$ cat config.mk
export PLATFORM = sky130hd
export DESIGN_NAME = tlscpu_ram
export DESIGN_NICKNAME = d
export VERILOG_FILES = /design/src/hdl/tlscpu_ram.sv
export SDC_FILE = /design/constraint.sdc
export NUM_CORES = 1
export LEC_CHECK = 0
export ABC_CLOCK_PERIOD_IN_PS = 8400
export BUFFER_PORTS_ARGS = -buffer_cell sky130_fd_sc_hd__buf_2
export CORE_AREA = 2 2 285 287
export CTS_CLUSTER_DIAMETER = 50
export DETAILED_ROUTE_END_ITERATION = 12
export DIE_AREA = 0 0 287 289
export GPL_TIMING_DRIVEN = 0
export PLACE_DENSITY = 0.5
export SYNTH_ARGS = -nofsm -noshare
export SYNTH_HDL_FRONTEND = slang
export SYNTH_SLANG_ARGS = --single-unit
$ cat constraint.sdc
create_clock -name clk -period 8.4 [get_ports clk]
set_input_delay 1.26 -clock clk [delete_from_list [all_inputs] [get_ports clk]]
set_output_delay 1.26 -clock clk [all_outputs]
set_load 0.05 [all_outputs]
$ cat src/hdl/tlscpu_ram.sv
// tlscpu_ram: generic single-write, single-read memory with registered read data
// depends on nothing
module tlscpu_ram #(
	parameter int WIDTH = 32,
	parameter int DEPTH = 16
) (
	input  logic                     clk,
	input  logic                     we,
	input  logic [$clog2(DEPTH)-1:0] waddr,
	input  logic [WIDTH-1:0]         wdata,
	input  logic [$clog2(DEPTH)-1:0] raddr,
	output logic [WIDTH-1:0]         rdata
);

	logic [WIDTH-1:0] mem [DEPTH];

	// write port
	always_ff @(posedge clk) begin
		if (we) begin
			mem[waddr] <= wdata;
		end
	end

	// registered read port
	always_ff @(posedge clk) begin
		rdata <= mem[raddr];
	end

endmodule

==> results by stage <==
Final layout:
- The net total in the final layout is 1037.
- After filler insertion, the fill cell instance count of the layout stands at 7790.
- The multi-input logic area is 0.00373 mm2.
- In the layout the commonest cells are edfxtp_1 (512), mux4_2 (128), buf_2 (75).
- The post-layout instance area is 0.0238 mm2.
- Of the cells placed in the final design, the portion with a size suffix greater than 1 is 32.4%.
- Registers take 0.0160 mm2.
- Leaving out fill and tap cells, the most frequent cell in the layout is edfxtp_1.
- Measured on the finished design, the core utilization comes to 29.8%.
- The growth of design area from synthesis to finish is 19.9%.

Timing:
- Adding up every negative setup slack in the final design gives 0 ns.
- The maximum clock frequency is 343 MHz.
- The headroom to the max-slew limit is 33.1%.
- The post-route worst setup slack is 5.48 ns.
- The routed design could run at a clock period as short as 2.92 ns.
- The post-route clock skew is 0.0232 ns.
- The number of slew-limit violations in the final report is 0.
- The count of endpoints failing setup in the final report is 0.
- The final hold violation count was 0.
- The share of the clock period used by the worst path is 34.7%.
- Setup repair after global routing left no endpoint under its margin.
- For the pin with the worst max-slew slack, the measured transition is 1.00 ns.

Pwr:
- The proportion of total power due to net switching is 22.6%.
- In this run the power spent charging and discharging nets is 1300 uW.
- The internal power summed over all cells is 4440 uW.
- The combinational fraction of design power is 6.0%.
- Across the VDD grid, the largest voltage drop is 162 uV.
- In this run the power density over the cells is 241 mW/mm2.
- The sequential share of power is 53.2%.
- Summed over all cells, the static leakage comes to 0.00743 uW.
- The share of total power in the clock network is 40.8%.

Clocking:
- After clock tree synthesis, the repair step resized 0 gates.
- The tree is rooted in a clkbuf_16.
- After clock tree synthesis, the clock-pin slew on the worst setup and hold paths is 0.06 ns.
- The number of sinks on the clock net is 544.
- The later-pin clock latency in the skew report is 0.62 ns.
- The CTS tree is built.
- The maximum count of clock buffers along a single path is 3.
- In this run the post-CTS setup repair buffer count came out at 0.
- The number of H-tree levels is 2.
- In this run, post-CTS hold repair placed 0 buffers.
- TritonCTS created 57 clock buffers.

Worst setup path:
- The endpoint required time on the critical path is 8.72 ns.
- The setup slack of the most critical reg-to-reg path is 6.94 ns.
- STA classifies the critical path endpoint as a flip-flop.
- The worst setup path is of the input port to flip-flop kind.
- The startpoint of the worst-slack reg-to-reg timing path is mem[2][2]$_DFFE_PP_.
- The worst register-to-register path ends at rdata[2]$_DFF_P_.
- Counting cells, the worst reg-to-reg path comes to 3.
- The highest net fanout along the worst path is 9.
- STA classifies the critical path startpoint as an input port.
- The arrival time at the worst endpoint is 3.23 ns.

Synthesis:
- The mean instance size in the synthesized netlist is 23.7 um2.
- The area fraction of the dominant cell type after synthesis is 77.4%.
- The number of warnings printed during yosys synthesis is 0.
- By area the synthesized netlist is led by edfxtp_1 (77%), mux4_2 (15%), dfxtp_1 (3.2%), a22oi_1 (2.4%), nand2_1 (0.62%).
- The mapped netlist covers 0.0199 mm2.
- The number of standard cells after synthesis is 838.
- Synthesis instantiated 18 different standard cells from the library.
- The share of synthesized area occupied by flip-flops and latches is 80.7%.
- The post-synth net total is 880.
- The synthesized design spends more area on one cell type than any other, namely edfxtp_1.
- The number of synthesized register bits is 544.

Detailed routing:
- The number of design-rule violations left by the first detailed-router iteration is 734.
- After detailed routing, the number of remaining DRC violations is 0.
- The length of the first detailed-routing pass in iterations is 5.
- After detailed routing, the average wire length per cell comes to 22.2 um.
- The overall routed net length is 46600 um.
- The count of nets left with antenna violations after detail routing is 0.
- The final route contains 9107 vias.
- In the routed layout, each cell is associated on average with a via count of 4.33.

Global route:
- Entering global routing, the biggest net connects 22 pins.
- The global-route wire length before repair is 67600 um.
- The initial antenna violation count is 10.
- The via count of the first global-routing pass is 9757.
- The total overflow left after global routing is 0.
- The total global routing track utilization is 11.3%.

Floorplan:
- Measured along the y axis, the die boundary spans 289 um.
- The effective utilization at floorplan is 24.8%.
- The number of core rows is 104.
- The floorplan core area is 0.0799 mm2.
- The top-level I/O count is 74.
- Measured along the x axis, the die boundary spans 287 um.
- The area of the die is 0.0829 mm2.

Placed design:
- The estimated wirelength of the detail-placed design is 29800 um.
- The placement-stage cell area is 0.0221 mm2.
- The congestion estimate from routability-driven global placement came to 0.666.
- The count of buffers added on input and output ports is 71.
- OpenSTA, run right after detailed placement, puts the worst setup slack at 4.83 ns.

Hold path:
- The worst min-delay path endpoint is rdata[0]$_DFF_P_.
- The type of the tightest min-delay check is flip-flop to flip-flop.
- The startpoint of the lowest-slack hold path is mem[12][0]$_DFFE_PP_.
- Along the worst hold path, the cell count comes to 3.

Status:
- The flow ran to the end, and the final reports show no timing, DRC or antenna violations.

Run:
- The tool flagged a number of max-cap violations equal to 0.
## power by group through the flow
| stage | Combinational, uW | Sequential, uW | Clock (uW) |
|---|---|---|---|
| detailed placement | 354 | 3110 | 0 |
| global placement | 337 | 3110 | 0 |
| CTS | 354 | 3050 | 2400 |
| finish | 344 | 3050 | 2340 |
| floorplan | 146 | 3170 | 0 |
| global route | 371 | 3050 | 2510 |
## metal layers
layer | global-route usage [%] | part of all wire, % | up-vias
li1 | - | - | 3889
met1 | 14.9 | 43 | 4905
met2 | 18.5 | 49 | 223
met3 | 2.98 | 5.9 | 76
met4 | 2.97 | 1.9 | 14
met5 | 0 | 0.18 | -
## stage by stage
step | total power [uW] | hold slack, ns | std cells
final | 5730 | 0.681 | 2103
after global routing | 5930 | 0.711 | 2103
after CTS | 5810 | 0.690 | 2102
after detailed placement | 3460 | 0.666 | 1996
after global placement | 3450 | 0.659 | 1969
after floorplan | 3320 | 0.635 | 838
## state kept, by name, summed over array words and instances, names as in the netlist
name / count
mem: 512
rdata: 32
## logic make-up (layout without fill, tap and decap cells)
logic type,after synthesis,after routing,synth area share [%]
buffers and inverters,43,247,1.12
other,0,1,0
and+or+nand+nor,59,59,1.27
AOI/OAI and AO/OA,64,64,2.42
muxes,128,128,14.5
DFF,544,544,80.7
## synthesized netlist by cell type, drive strengths merged
cell	n
buf	26
dfxtp	32
nor2	13
edfxtp	512
or3b	1
and2	1
nor2b	2
clkbuf	17
nand2	33
a22oi	64
nor3	4
nand2b	2
nand3	1
mux4	128
nand3b	2
## critical path: stages
cell    delay, ns
buf_2        0.12
or3b_2       0.60
nor3_2       0.79
buf_6        0.27
buf_6        0.19
## area by class of cell
| class | instances | area share, % |
|---|---|---|
| timing repair buffer | 98 | 3.20 |
| clock inverter | 31 | 0.952 |
| clock buffer | 75 | 6.37 |
| tap | 1060 | 5.57 |
| buffer | 43 | 0.936 |
| sequential | 544 | 67.3 |
| multi-input combinational | 251 | 15.7 |
| antenna | 1 | 0.0105 |
## how the worst max path moves through the flow
stage | depth (start not counted) | to | startpoint
2_1_floorplan | 2 | mem[0][0]$_DFFE_PP_ | waddr[2]
3_3_place_gp | 3 | mem[8][7]$_DFFE_PP_ | waddr[2]
3_5_place_dp | 5 | mem[0][0]$_DFFE_PP_ | waddr[2]
4_1_cts | 5 | mem[0][0]$_DFFE_PP_ | waddr[2]
5_1_grt | 5 | mem[0][0]$_DFFE_PP_ | waddr[2]
6_report | 5 | mem[0][0]$_DFFE_PP_ | waddr[2]
Note: power is estimated with default switching activity, not from simulation.
